[src/hw/rtl/rp4_pkg.sv]
`timescale 1ns / 1ps
// ----------------------------------------------------------------------------
// rp4_pkg
// Types, constants and the orientation helper shared by the four-point
// partition block.
// ----------------------------------------------------------------------------
package rp4_pkg;

  localparam int unsigned COORD_BITS = 16;
  localparam int unsigned DIFF_W     = COORD_BITS + 1;
  localparam int unsigned PROD_W     = 2 * DIFF_W;
  localparam int unsigned NUM_PTS    = 4;
  localparam int unsigned NUM_TRI    = 4;

  typedef logic signed [COORD_BITS-1:0] coord_t;
  typedef logic signed [DIFF_W-1:0]     diff_t;
  typedef logic signed [PROD_W-1:0]     prod_t;

  typedef enum logic [1:0] {
    LAYOUT_QUAD = 2'd0,
    LAYOUT_TRI  = 2'd1,
    LAYOUT_LINE = 2'd2
  } layout_e;

  typedef struct packed {
    coord_t ax;
    coord_t ay;
    coord_t bx;
    coord_t by_coord;
    coord_t cx;
    coord_t cy;
    coord_t dx;
    coord_t dy;
  } in_beat_t;

  typedef struct packed {
    logic [NUM_PTS-1:0] first_set;
    logic [NUM_PTS-1:0] second_set;
    layout_e            layout;
  } out_beat_t;

  typedef struct packed {
    coord_t x;
    coord_t y;
  } point_t;

  // sign of a cross product; both low means zero
  typedef struct packed {
    logic pos;
    logic neg;
  } sign_t;

  typedef struct packed {
    logic s1;
    logic s2;
    logic s3;
  } stage_en_t;

  // pairwise signed less-than: ltx[i][j] = x(i) < x(j)
  typedef struct packed {
    logic [NUM_PTS-1:0][NUM_PTS-1:0] ltx;
    logic [NUM_PTS-1:0][NUM_PTS-1:0] lty;
  } rel_t;

  // base triples, lane t leaves out point NUM_PTS-1-t
  localparam int unsigned TRI_A [NUM_TRI] = '{0, 0, 0, 1};
  localparam int unsigned TRI_B [NUM_TRI] = '{1, 1, 2, 2};
  localparam int unsigned TRI_C [NUM_TRI] = '{2, 3, 3, 3};

  // orientation of (i, j, k), distinct indices, from the base triple signs
  function automatic sign_t orient3(input sign_t [NUM_TRI-1:0] o,
                                    input int i, input int j, input int k);
    int    m;
    int    inv;
    sign_t s;
    m   = 6 - i - j - k;
    inv = int'(i > j) + int'(i > k) + int'(j > k);
    s   = o[2'(NUM_TRI - 1 - m)];
    if (inv[0]) begin
      orient3 = '{pos: s.neg, neg: s.pos};
    end else begin
      orient3 = s;
    end
  endfunction

  function automatic logic is_zero(input sign_t s);
    is_zero = !(s.pos || s.neg);
  endfunction

endpackage

[src/hw/rtl/rp4_lane.sv]
`timescale 1ns / 1ps
// ----------------------------------------------------------------------------
// rp4_lane
// One orientation lane: sign of (b - a) x (c - a), exact, over three stages
// (differences, products, compare).
// ----------------------------------------------------------------------------
module rp4_lane
  import rp4_pkg::*;
(
  input  logic      clk_i,
  input  stage_en_t en_i,
  input  point_t    a_i,
  input  point_t    b_i,
  input  point_t    c_i,
  output sign_t     sign_o
);

  diff_t bax_q, bay_q, cax_q, cay_q;
  prod_t lhs_q, rhs_q;
  sign_t sign_q;

  always_ff @(posedge clk_i) begin
    if (en_i.s1) begin
      bax_q <= diff_t'(b_i.x) - diff_t'(a_i.x);
      bay_q <= diff_t'(b_i.y) - diff_t'(a_i.y);
      cax_q <= diff_t'(c_i.x) - diff_t'(a_i.x);
      cay_q <= diff_t'(c_i.y) - diff_t'(a_i.y);
    end
    if (en_i.s2) begin
      lhs_q <= prod_t'(bax_q) * prod_t'(cay_q);
      rhs_q <= prod_t'(bay_q) * prod_t'(cax_q);
    end
    if (en_i.s3) begin
      sign_q.pos <= lhs_q > rhs_q;
      sign_q.neg <= lhs_q < rhs_q;
    end
  end

  assign sign_o = sign_q;

endmodule

[config.mk]
export PLATFORM = sky130hd
export DESIGN_NAME = rp4_lane
export DESIGN_NICKNAME = d
export VERILOG_FILES = /design/src/hw/rtl/rp4_pkg.sv /design/src/hw/rtl/rp4_lane.sv
export SDC_FILE = /design/constraint.sdc
export NUM_CORES = 2
export LEC_CHECK = 0
export BUFFER_PORTS_ARGS = -buffer_cell sky130_fd_sc_hd__buf_2
export CORE_ASPECT_RATIO = 0.7
export CORE_UTILIZATION = 55
export DETAILED_ROUTE_END_ITERATION = 12
export PLACE_DENSITY_LB_ADDON = 0.3
export SLEW_MARGIN = 0
export SYNTH_ARGS = -nofsm -noshare
export SYNTH_HDL_FRONTEND = slang
export SYNTH_SLANG_ARGS = --single-unit
[constraint.sdc]
create_clock -name clk_i -period 8.8 [get_ports clk_i]
set_input_delay 0.44 -clock clk_i [delete_from_list [all_inputs] [get_ports clk_i]]
set_output_delay 0.44 -clock clk_i [all_outputs]
set_load 0.01 [all_outputs]
==> run summary <==
Of the total synthesized cell area, the portion taken by full adders, half adders and majority gates is 52.0%. In this run the clock root is driven by a clkbuf_16. In the routed layout, each cell is associated on average with a via count of 5.53.

The worst hold path begins at en_i[0]. For the net count after synthesis, the log shows 3974. The share of post-route cells with drive strength above 1 was 5.11%. Setup repair after global routing left no endpoint under its margin. The tightest min-delay check is of the in2reg type. The run gives 0 as the final hold violation count. By count the netlist is led by inv_1, fa_1, nand2_1. The share of the Yosys chip area taken by registers is 14.1%. The layout overhead on the synthesized area is 5.82%. For this design, the CTS-stage hold fixing added 0 buffers. The startpoint identified for the worst register-to-register timing path is cax_q[2]$_DFFE_PP_. The dominant cell type by area after synthesis was fa_1. The area of the placeable core was 0.0525 mm2. The effective utilization at floorplan is 56.0%, and the number of H-tree levels is 4. During I/O placement, the number of pins put on the boundary was 102. The synthesized netlist devotes 6.12% of its cell area to compound gates. The run gives 3010 as the cell count after synthesis. The tools report the critical path endpoint category as a register.

The tools report the number of nets at the end of the flow as 4021. The reported max-cap violation count was 0; the maximum clock frequency was 138 MHz. The post-cts sizing count was 0. The run finished with clean final reports. For the final routed database, the setup TNS stands at 0 ps.

Of the available clock period, the critical path in the final layout requires 82.4%. The number of iterations in the first detailed-routing pass is 6. The simple-gate area share of the yosys netlist is 14.5%. The number of enable flip-flop cells after synthesis is 138. After synthesis, the largest family of logic cells by area is adder cells. Buffers placed on the I/O ports in this run total 101. Clock latency on the worst-skew pair, taken at its later pin, is 460 ps. Number of unique standard cell types used by synthesis: 64. The number of clock buffers added by TritonCTS is 17. The portion of synthesized area spent on multiplexers is 0.0341%. Tracing the worst setup path back leads to its startpoint at cax_q[2]$_DFFE_PP_.

The maximum fanout encountered on the critical timing path was 17; the clock period minus worst slack was 7250 ps. At the worst endpoint, the arrival time is 7450 ps. The synthesized netlist devotes 3.40% of its cell area to XOR and XNOR gates. Each instance of the synthesized netlist takes up on average 9.76 um2.

The run gives 29.1% as the overall global routing resource usage. STA classifies the critical path startpoint as a register. Routability-driven placement finished with a final weighted congestion of 0.965. The height of the chip is 195 um, and the cell area after technology mapping is 0.0294 mm2. The finished cells cover 0.0311 mm2.

The number of design-rule violations left by the first detailed-router iteration was 1655; the pin slew with the least headroom to its limit was 968 ps. The via count was 20790. Clock skew on the completed layout was measured at 19.9 ps. Residual antenna-violating net count after detailed routing: 0.

The total of endpoints with negative setup slack in the final report came out at 0. The average routed wire per standard cell works out to 19.8 um. The floorplan step defined a die boundary enclosing 0.0543 mm2. The floorplan has 70 rows. Placed wire-length estimate after detailed placement: 62.2 mm. The first global-routing pass estimated 122 mm of wire. Critical path class: reg2reg. The most used flip-flop cell after synthesis is edfxtp_1. The leading cell type by number of instances after synthesis was inv_1.

In the synthesized netlist the async set-or-reset flop fraction comes to 0%. For the required time of the worst setup path, the log shows 9000 ps. The run gives 5 as the number of antenna violations at the first check in global routing. Clock-pin slew was measured on the worst setup and hold paths at 70 ps. Entering global routing, the biggest net connects 69 pins.

The number of global-route vias before repair is 22668, and the total number of yosys warnings is 0. For the post-CTS repair timing setup buffer count, the log shows 0. The routed design has 74.4 mm of wire. In this run the cell area measured after placement is 0.0305 mm2. Headroom to the max-slew limit came out at 35.5%. Number of design rule violations left after detail routing: 0. The buffer depth of the longest clock path was 2. The filler cells instantiated in the layout total 4396. The run gives 0 as the final global-route overflow total.

The post-synthesis register bit count is 138. TritonCTS built the clock tree. By area the synthesized netlist is led by fa_1, edfxtp_1, ha_1.

CTS saw 138 sinks. The horizontal die dimension works out to 278 um. The share of Yosys cell area claimed by the top area cell type is 40.6%, and the number of max-slew violations in the final report is 0.
==> layout make-up <==
| cell class | count | area (um2) | area share [%] |
|---|---|---|---|
| diodes | 4 | 10.0 | 0.0322 |
| multi-input cells | 2107 | 22400 | 71.9 |
| clock inverters | 15 | 170 | 0.547 |
| inverters | 688 | 2580 | 8.31 |
| well taps | 684 | 856 | 2.75 |
| flip-flops and latches | 138 | 4140 | 13.3 |
| repair buffers | 105 | 538 | 1.73 |
| clock buffers | 17 | 425 | 1.37 |
==> cells in the final DEF, fill, tap and decap left out, drive strengths merged, types with 17 or more instances in the layout <==
master / instances
o21a: 24
inv: 698
and3: 17
nand2b: 17
nor3: 27
and2: 292
nand2: 320
xnor2: 95
nor2: 99
nor2b: 17
xor2: 19
a21oi: 81
edfxtp: 138
clkbuf: 17
o21ai: 46
nand3: 32
ha: 268
a21o: 28
buf: 105
fa: 596
==> registers in the layout, indices dropped and copies added, names as in the netlist <==
signal  cells
bax_q      17
bay_q      17
cax_q      17
cay_q      17
lhs_q      34
rhs_q      34
sign_o      2
==> cells by family after synthesis <==
logic type / count (synthesis)
mux: 1
simple gates: 859
buf+inv: 765
xor+xnor: 114
fa+ha+maj: 864
compound gates: 269
flops: 138
==> metal layers <==
metal	up-vias	global-route usage [%]	part of all wire [%]
li1	9330	-	-
met1	10436	42.3	44
met2	889	43.5	44
met3	131	6.77	9.2
met4	4	8.88	3.0
met5	-	0	0.035
==> stage by stage <==
step	setup WS (ps)	util (%)	instances	hold WS, ps
6_report	1550	59.2	3758	211
5_1_grt	1330	59.2	3757	197
4_1_cts	1690	59.2	3754	200
3_5_place_dp	1730	58.1	3722	669
3_3_place_gp	1850	58.1	3722	659
2_1_floorplan	2670	-	3010	552
==> worst paths after layout <==
kind / cells after the start / slack [ps] / to
worst max-delay path: 19 / 1550 / rhs_q[33]$_DFFE_PP_
worst min register to register: 2 / 880 / rhs_q[0]$_DFFE_PP_
worst max register to register: 19 / 1550 / rhs_q[33]$_DFFE_PP_
worst min-delay path: 1 / 210 / sign_o[1]$_DFFE_PP_
==> critical path, cell delays in order, from the launching register on <==
cell and delay, ps:
edfxtp_1 810, nand2_1 210, inv_1 190, fa_1 560, fa_1 920, fa_1 540, fa_1 530, fa_1 500
inv_1 50, fa_1 490, inv_1 50, ha_1 340, a21o_1 250, nor2_1 330, o211ai_1 140, a31oi_1 480
o211a_1 280, o31ai_1 80, a21oi_1 170, xnor2_1 80
Power is not shown: default switching activity piles up to over one toggle a cycle in this logic, so the estimate is an artifact.
