$ cat config.mk
export PLATFORM = sky130hd
export DESIGN_NAME = rp4_merge
export DESIGN_NICKNAME = d
export VERILOG_FILES = /design/src/hw/rtl/rp4_pkg.sv /design/src/hw/rtl/rp4_merge.sv
export SDC_FILE = /design/constraint.sdc
export NUM_CORES = 1
export LEC_CHECK = 0
export BUFFER_PORTS_ARGS = -buffer_cell sky130_fd_sc_hd__buf_4
export CORE_UTILIZATION = 49
export DETAILED_ROUTE_END_ITERATION = 7
export MAX_ROUTING_LAYER = met4
export PLACE_DENSITY = 0.95
export RECOVER_POWER = 50
export SLEW_MARGIN = 20
export SYNTH_ARGS = -nofsm -noshare
export SYNTH_HDL_FRONTEND = slang
export SYNTH_SLANG_ARGS = --single-unit
export TNS_END_PERCENT = 50
$ cat constraint.sdc
create_clock -name vclk -period 2.4
set_input_delay 0.12 -clock vclk [all_inputs]
set_output_delay 0.12 -clock vclk [all_outputs]
set_load 0.005 [all_outputs]
$ cat src/hw/rtl/rp4_pkg.sv
`timescale 1ns / 1ps
// ----------------------------------------------------------------------------
// rp4_pkg
// Types, constants and the orientation helper shared by the four-point
// partition block.
// ----------------------------------------------------------------------------
package rp4_pkg;

  localparam int unsigned COORD_BITS = 16;
  localparam int unsigned DIFF_W     = COORD_BITS + 1;
  localparam int unsigned PROD_W     = 2 * DIFF_W;
  localparam int unsigned NUM_PTS    = 4;
  localparam int unsigned NUM_TRI    = 4;

  typedef logic signed [COORD_BITS-1:0] coord_t;
  typedef logic signed [DIFF_W-1:0]     diff_t;
  typedef logic signed [PROD_W-1:0]     prod_t;

  typedef enum logic [1:0] {
    LAYOUT_QUAD = 2'd0,
    LAYOUT_TRI  = 2'd1,
    LAYOUT_LINE = 2'd2
  } layout_e;

  typedef struct packed {
    coord_t ax;
    coord_t ay;
    coord_t bx;
    coord_t by_coord;
    coord_t cx;
    coord_t cy;
    coord_t dx;
    coord_t dy;
  } in_beat_t;

  typedef struct packed {
    logic [NUM_PTS-1:0] first_set;
    logic [NUM_PTS-1:0] second_set;
    layout_e            layout;
  } out_beat_t;

  typedef struct packed {
    coord_t x;
    coord_t y;
  } point_t;

  // sign of a cross product; both low means zero
  typedef struct packed {
    logic pos;
    logic neg;
  } sign_t;

  typedef struct packed {
    logic s1;
    logic s2;
    logic s3;
  } stage_en_t;

  // pairwise signed less-than: ltx[i][j] = x(i) < x(j)
  typedef struct packed {
    logic [NUM_PTS-1:0][NUM_PTS-1:0] ltx;
    logic [NUM_PTS-1:0][NUM_PTS-1:0] lty;
  } rel_t;

  // base triples, lane t leaves out point NUM_PTS-1-t
  localparam int unsigned TRI_A [NUM_TRI] = '{0, 0, 0, 1};
  localparam int unsigned TRI_B [NUM_TRI] = '{1, 1, 2, 2};
  localparam int unsigned TRI_C [NUM_TRI] = '{2, 3, 3, 3};

  // orientation of (i, j, k), distinct indices, from the base triple signs
  function automatic sign_t orient3(input sign_t [NUM_TRI-1:0] o,
                                    input int i, input int j, input int k);
    int    m;
    int    inv;
    sign_t s;
    m   = 6 - i - j - k;
    inv = int'(i > j) + int'(i > k) + int'(j > k);
    s   = o[2'(NUM_TRI - 1 - m)];
    if (inv[0]) begin
      orient3 = '{pos: s.neg, neg: s.pos};
    end else begin
      orient3 = s;
    end
  endfunction

  function automatic logic is_zero(input sign_t s);
    is_zero = !(s.pos || s.neg);
  endfunction

endpackage

$ cat src/hw/rtl/rp4_merge.sv
`timescale 1ns / 1ps
// ----------------------------------------------------------------------------
// rp4_merge
// Combines the lane signs and coordinate order into hull vertices, the
// layout code and the two point sets.
// ----------------------------------------------------------------------------
module rp4_merge
  import rp4_pkg::*;
(
  input  sign_t [NUM_TRI-1:0] orient_i,
  input  rel_t                rel_i,
  output out_beat_t           beat_o
);

  logic [NUM_PTS-1:0][NUM_PTS-1:0] eq;
  logic [NUM_PTS-1:0][NUM_PTS-1:0] le_x, le_y, lex_lt;
  logic [NUM_PTS-1:0]              rep, vert;
  logic [NUM_PTS-1:0][NUM_PTS-1:0] diag;
  logic [1:0]                      piv;
  logic                            coll, quad;

  always_comb begin
    for (int i = 0; i < NUM_PTS; i++) begin
      for (int j = 0; j < NUM_PTS; j++) begin
        le_x[i][j] = !rel_i.ltx[j][i];
        le_y[i][j] = !rel_i.lty[j][i];
      end
    end
    for (int i = 0; i < NUM_PTS; i++) begin
      for (int j = 0; j < NUM_PTS; j++) begin
        eq[i][j]     = le_x[i][j] && le_x[j][i] && le_y[i][j] && le_y[j][i];
        lex_lt[i][j] = rel_i.ltx[i][j] ||
                       (le_x[i][j] && le_x[j][i] && rel_i.lty[i][j]);
      end
    end
    for (int i = 0; i < NUM_PTS; i++) begin
      rep[i] = 1'b1;
      for (int j = 0; j < i; j++) begin
        if (eq[i][j]) rep[i] = 1'b0;
      end
    end
  end

  // strict hull vertices
  always_comb begin
    logic  covered;
    int    a, b, c;
    sign_t o1, o2, o3;
    for (int i = 0; i < NUM_PTS; i++) begin
      covered = 1'b0;
      for (int j = 0; j < NUM_PTS; j++) begin
        for (int k = j + 1; k < NUM_PTS; k++) begin
          if (j != i && k != i && rep[j] && rep[k] &&
              is_zero(orient3(orient_i, j, k, i)) &&
              ((le_x[j][i] && le_x[i][k]) || (le_x[k][i] && le_x[i][j])) &&
              ((le_y[j][i] && le_y[i][k]) || (le_y[k][i] && le_y[i][j]))) begin
            covered = 1'b1;
          end
        end
      end
      a = (i == 0) ? 1 : 0;
      b = (i <= 1) ? 2 : 1;
      c = (i <= 2) ? 3 : 2;
      o1 = orient3(orient_i, a, b, i);
      o2 = orient3(orient_i, b, c, i);
      o3 = orient3(orient_i, c, a, i);
      if (rep[a] && rep[b] && rep[c] && !is_zero(orient3(orient_i, a, b, c)) &&
          ((!o1.neg && !o2.neg && !o3.neg) || (!o1.pos && !o2.pos && !o3.pos))) begin
        covered = 1'b1;
      end
      vert[i] = rep[i] && !covered;
    end
  end

  // collinearity, pivot and diagonals
  always_comb begin
    int    u, v;
    sign_t su, sv;
    coll = 1'b1;
    for (int t = 0; t < NUM_TRI; t++) begin
      if (rep[TRI_A[t]] && rep[TRI_B[t]] && rep[TRI_C[t]] && !is_zero(orient_i[t])) begin
        coll = 1'b0;
      end
    end
    piv = 2'd0;
    for (int i = 1; i < NUM_PTS; i++) begin
      if (lex_lt[i][piv]) piv = 2'(i);
    end
    for (int pv = 0; pv < NUM_PTS; pv++) begin
      diag[pv] = '0;
      diag[pv][pv] = 1'b1;
      for (int i = 0; i < NUM_PTS; i++) begin
        if (i != pv) begin
          u = -1;
          v = -1;
          for (int j = 0; j < NUM_PTS; j++) begin
            if (j != pv && j != i) begin
              if (u < 0) u = j;
              else       v = j;
            end
          end
          su = orient3(orient_i, pv, i, u);
          sv = orient3(orient_i, pv, i, v);
          diag[pv][i] = (su.pos && sv.neg) || (su.neg && sv.pos);
        end
      end
    end
    quad = &vert;
  end

  always_comb begin
    beat_o.first_set  = (quad && !coll) ? diag[piv] : vert;
    beat_o.second_set = ~beat_o.first_set;
    if (coll) begin
      beat_o.layout = LAYOUT_LINE;
    end else if (quad) begin
      beat_o.layout = LAYOUT_QUAD;
    end else begin
      beat_o.layout = LAYOUT_TRI;
    end
  end

endmodule

==> metrics.cfg <==
[yosys]
synth.top_cell.area_share=0.155
yosys.area.top_type=o22ai_1
mappedNetlistArea_um2=968
synthMostInstantiatedCell=o22ai_1
syn-num-nets=178
synth.distinct_cells=50
syn_area_per_cell_um2=7.02
synthTopCellsByArea=o22ai_1 (16%), nor3_1 (6.2%), nand3_1 (4.1%)
yosys_warnings=0
synth_common_cells=o22ai_1 (24), nor3_1 (12), nand3_1 (8), nor2_1 (7)
yosysSeqAreaShare=0
syn_inst=138

[route]
routed_via_density=7.16
ant_nets=0
vias=1431
routed_wirelength_um=3520
drcViolationCount=0
avgRoutedWirePerCell_um=17.6
drt_iter0_drc=96
dr.pass1.iters=4

[clock_network]
ctsResizeCount=0
hold_buffers=0
post_cts_buffers=0

[finish]
fin_area_um2=1290
layout.nets=217
area_growth_pct=32.8
layout-drive-gt1-share=0.360
n_antenna_cell=0
fillerInstances=154
nFlopsAndLatches=0
multi_input_area_um2=895
seq_area_um2=0
n_clock_buffer=0

[pwr]
p_seq_frac=0
p_int_mw=0.159
p_comb_frac=1.000
finalPower_mw=0.333
cellLeakagePower_nw=0.506
p_clk_frac=0
switching_power_mw=0.174
power-per-cell-area_nw_per_um2=259
peakVddDrop_uv=130
power.switching_fraction=0.523

[worst_setup_path]
critical_path.cell_chain=buf_4 > or4_4 > o41ai_4 > nor2_1 > a211oi_4 > nand3b_2 > o41a_1 > buf_4
slowest_delay_ps=550
crit_family=simple AND/OR/NAND/NOR gates
path_buf_inv=2
cpMostUsedCell=buf_4
cp-end-kind=primary output
worst_path_max_delay_cell=or4_4
cp.arrival_ps=2170
path_max_fanout=6
cp-start-kind=primary input
cp.required_ps=2280
path_class=primary input to primary output

[floorplanning]
initial_core_util=0.543
die_x_um=46.5
fp-row-count=15
ios=50
dieArea_um2=2160
core_area_um2=1780
die_h_um=46.5

[global_routing]
antenna_found_initial=0
grt_max_degree=11
grt.total_usage=0.339
grt_pass1_wl_um=5310
grt_pass1_vias=1196
grt_overflow_total=0

[min_path]
worstHoldPathCells=5
min_to=beat_o[1]
min_from=orient_i[4]
holdCritPathClass=primary input to primary output

[sta]
drv_slew=0
grt_setup_unrepaired=false
hold-worst-slack_ps=842
setup_tns_ps=0
worst_pin_slew_ps=442
hold_violations=0
maxSlewHeadroom=0.705
fin_crit_sh=0.956
setup_viol_count_final=0
fin_crit_ps=2290
max_freq_mhz=436

[placed_design]
place_area_um2=1290
io_buffers=42
gpl.final_weighted_congestion=0.964
dp_hpwl_um=2820

[run]
drv_cap=0

[status]
status=completed

[final cells by class]
cell class	instances	area share
Timing Repair Buffer	45	0.263
Inverter	6	0.0175
Tap cell	25	0.0243
Multi-Input combinational cell	124	0.696
[cell families after synthesis]
family | after synthesis | share of synthesized area
AND/OR/NAND/NOR | 52 | 0.331
multiplexers | 1 | 0.0103
buffers and inverters | 14 | 0.0736
AO/OA/AOI/OAI | 71 | 0.585
[how the worst max path moves through the flow]
stage,endpoint,slack (ps),cells after the start,startpoint
finish,beat_o[8],110,8,rel_i[24]
detailed placement,beat_o[8],170,8,rel_i[24]
global placement,beat_o[8],210,8,rel_i[24]
CTS,beat_o[8],160,8,rel_i[24]
global route,beat_o[8],70,8,rel_i[24]
floorplan,beat_o[6],440,8,rel_i[20]
[power by group through the flow]
stage                     combinational, mW  sequential [mW]  clock (mW)
after CTS                             0.327                0           0
after global routing                  0.356                0           0
after global placement                0.315                0           0
after detailed placement              0.326                0           0
final                                 0.333                0           0
after floorplan                       0.176                0           0
[placed cells by master, fill, tap and decap left out, types with 2 or more instances in the layout]
cell     instances
o22ai_1         24
a21oi_1          6
o31ai_1          2
buf_4           45
a31oi_1          2
a22o_1           3
o21ai_0          4
nor2_1           8
o21a_1           3
a22oi_1          4
nand2_1          6
nand3_1          8
inv_1            6
nor3_1          12
nand4_1          3
o41a_1           3
o41ai_1          2
nor4_1           3
or4_4            2
o21ai_1          2
[per-stage QoR]
stage               utilization  instances  setup slack, ps
detailed placement        0.723        200              169
finish                    0.721        200              105
CTS                       0.723        200              164
floorplan                     -        138              438
global placement          0.723        200              207
global route              0.721        200             66.6
[layer usage]
layer	routed length (um)	track usage	up-vias
met5	0	-	-
met3	317	0.0392	6
met4	23	0.0471	0
met1	1450	0.432	670
li1	-	-	662
met2	1730	0.578	93
Note: power is estimated with default switching activity, not from simulation.
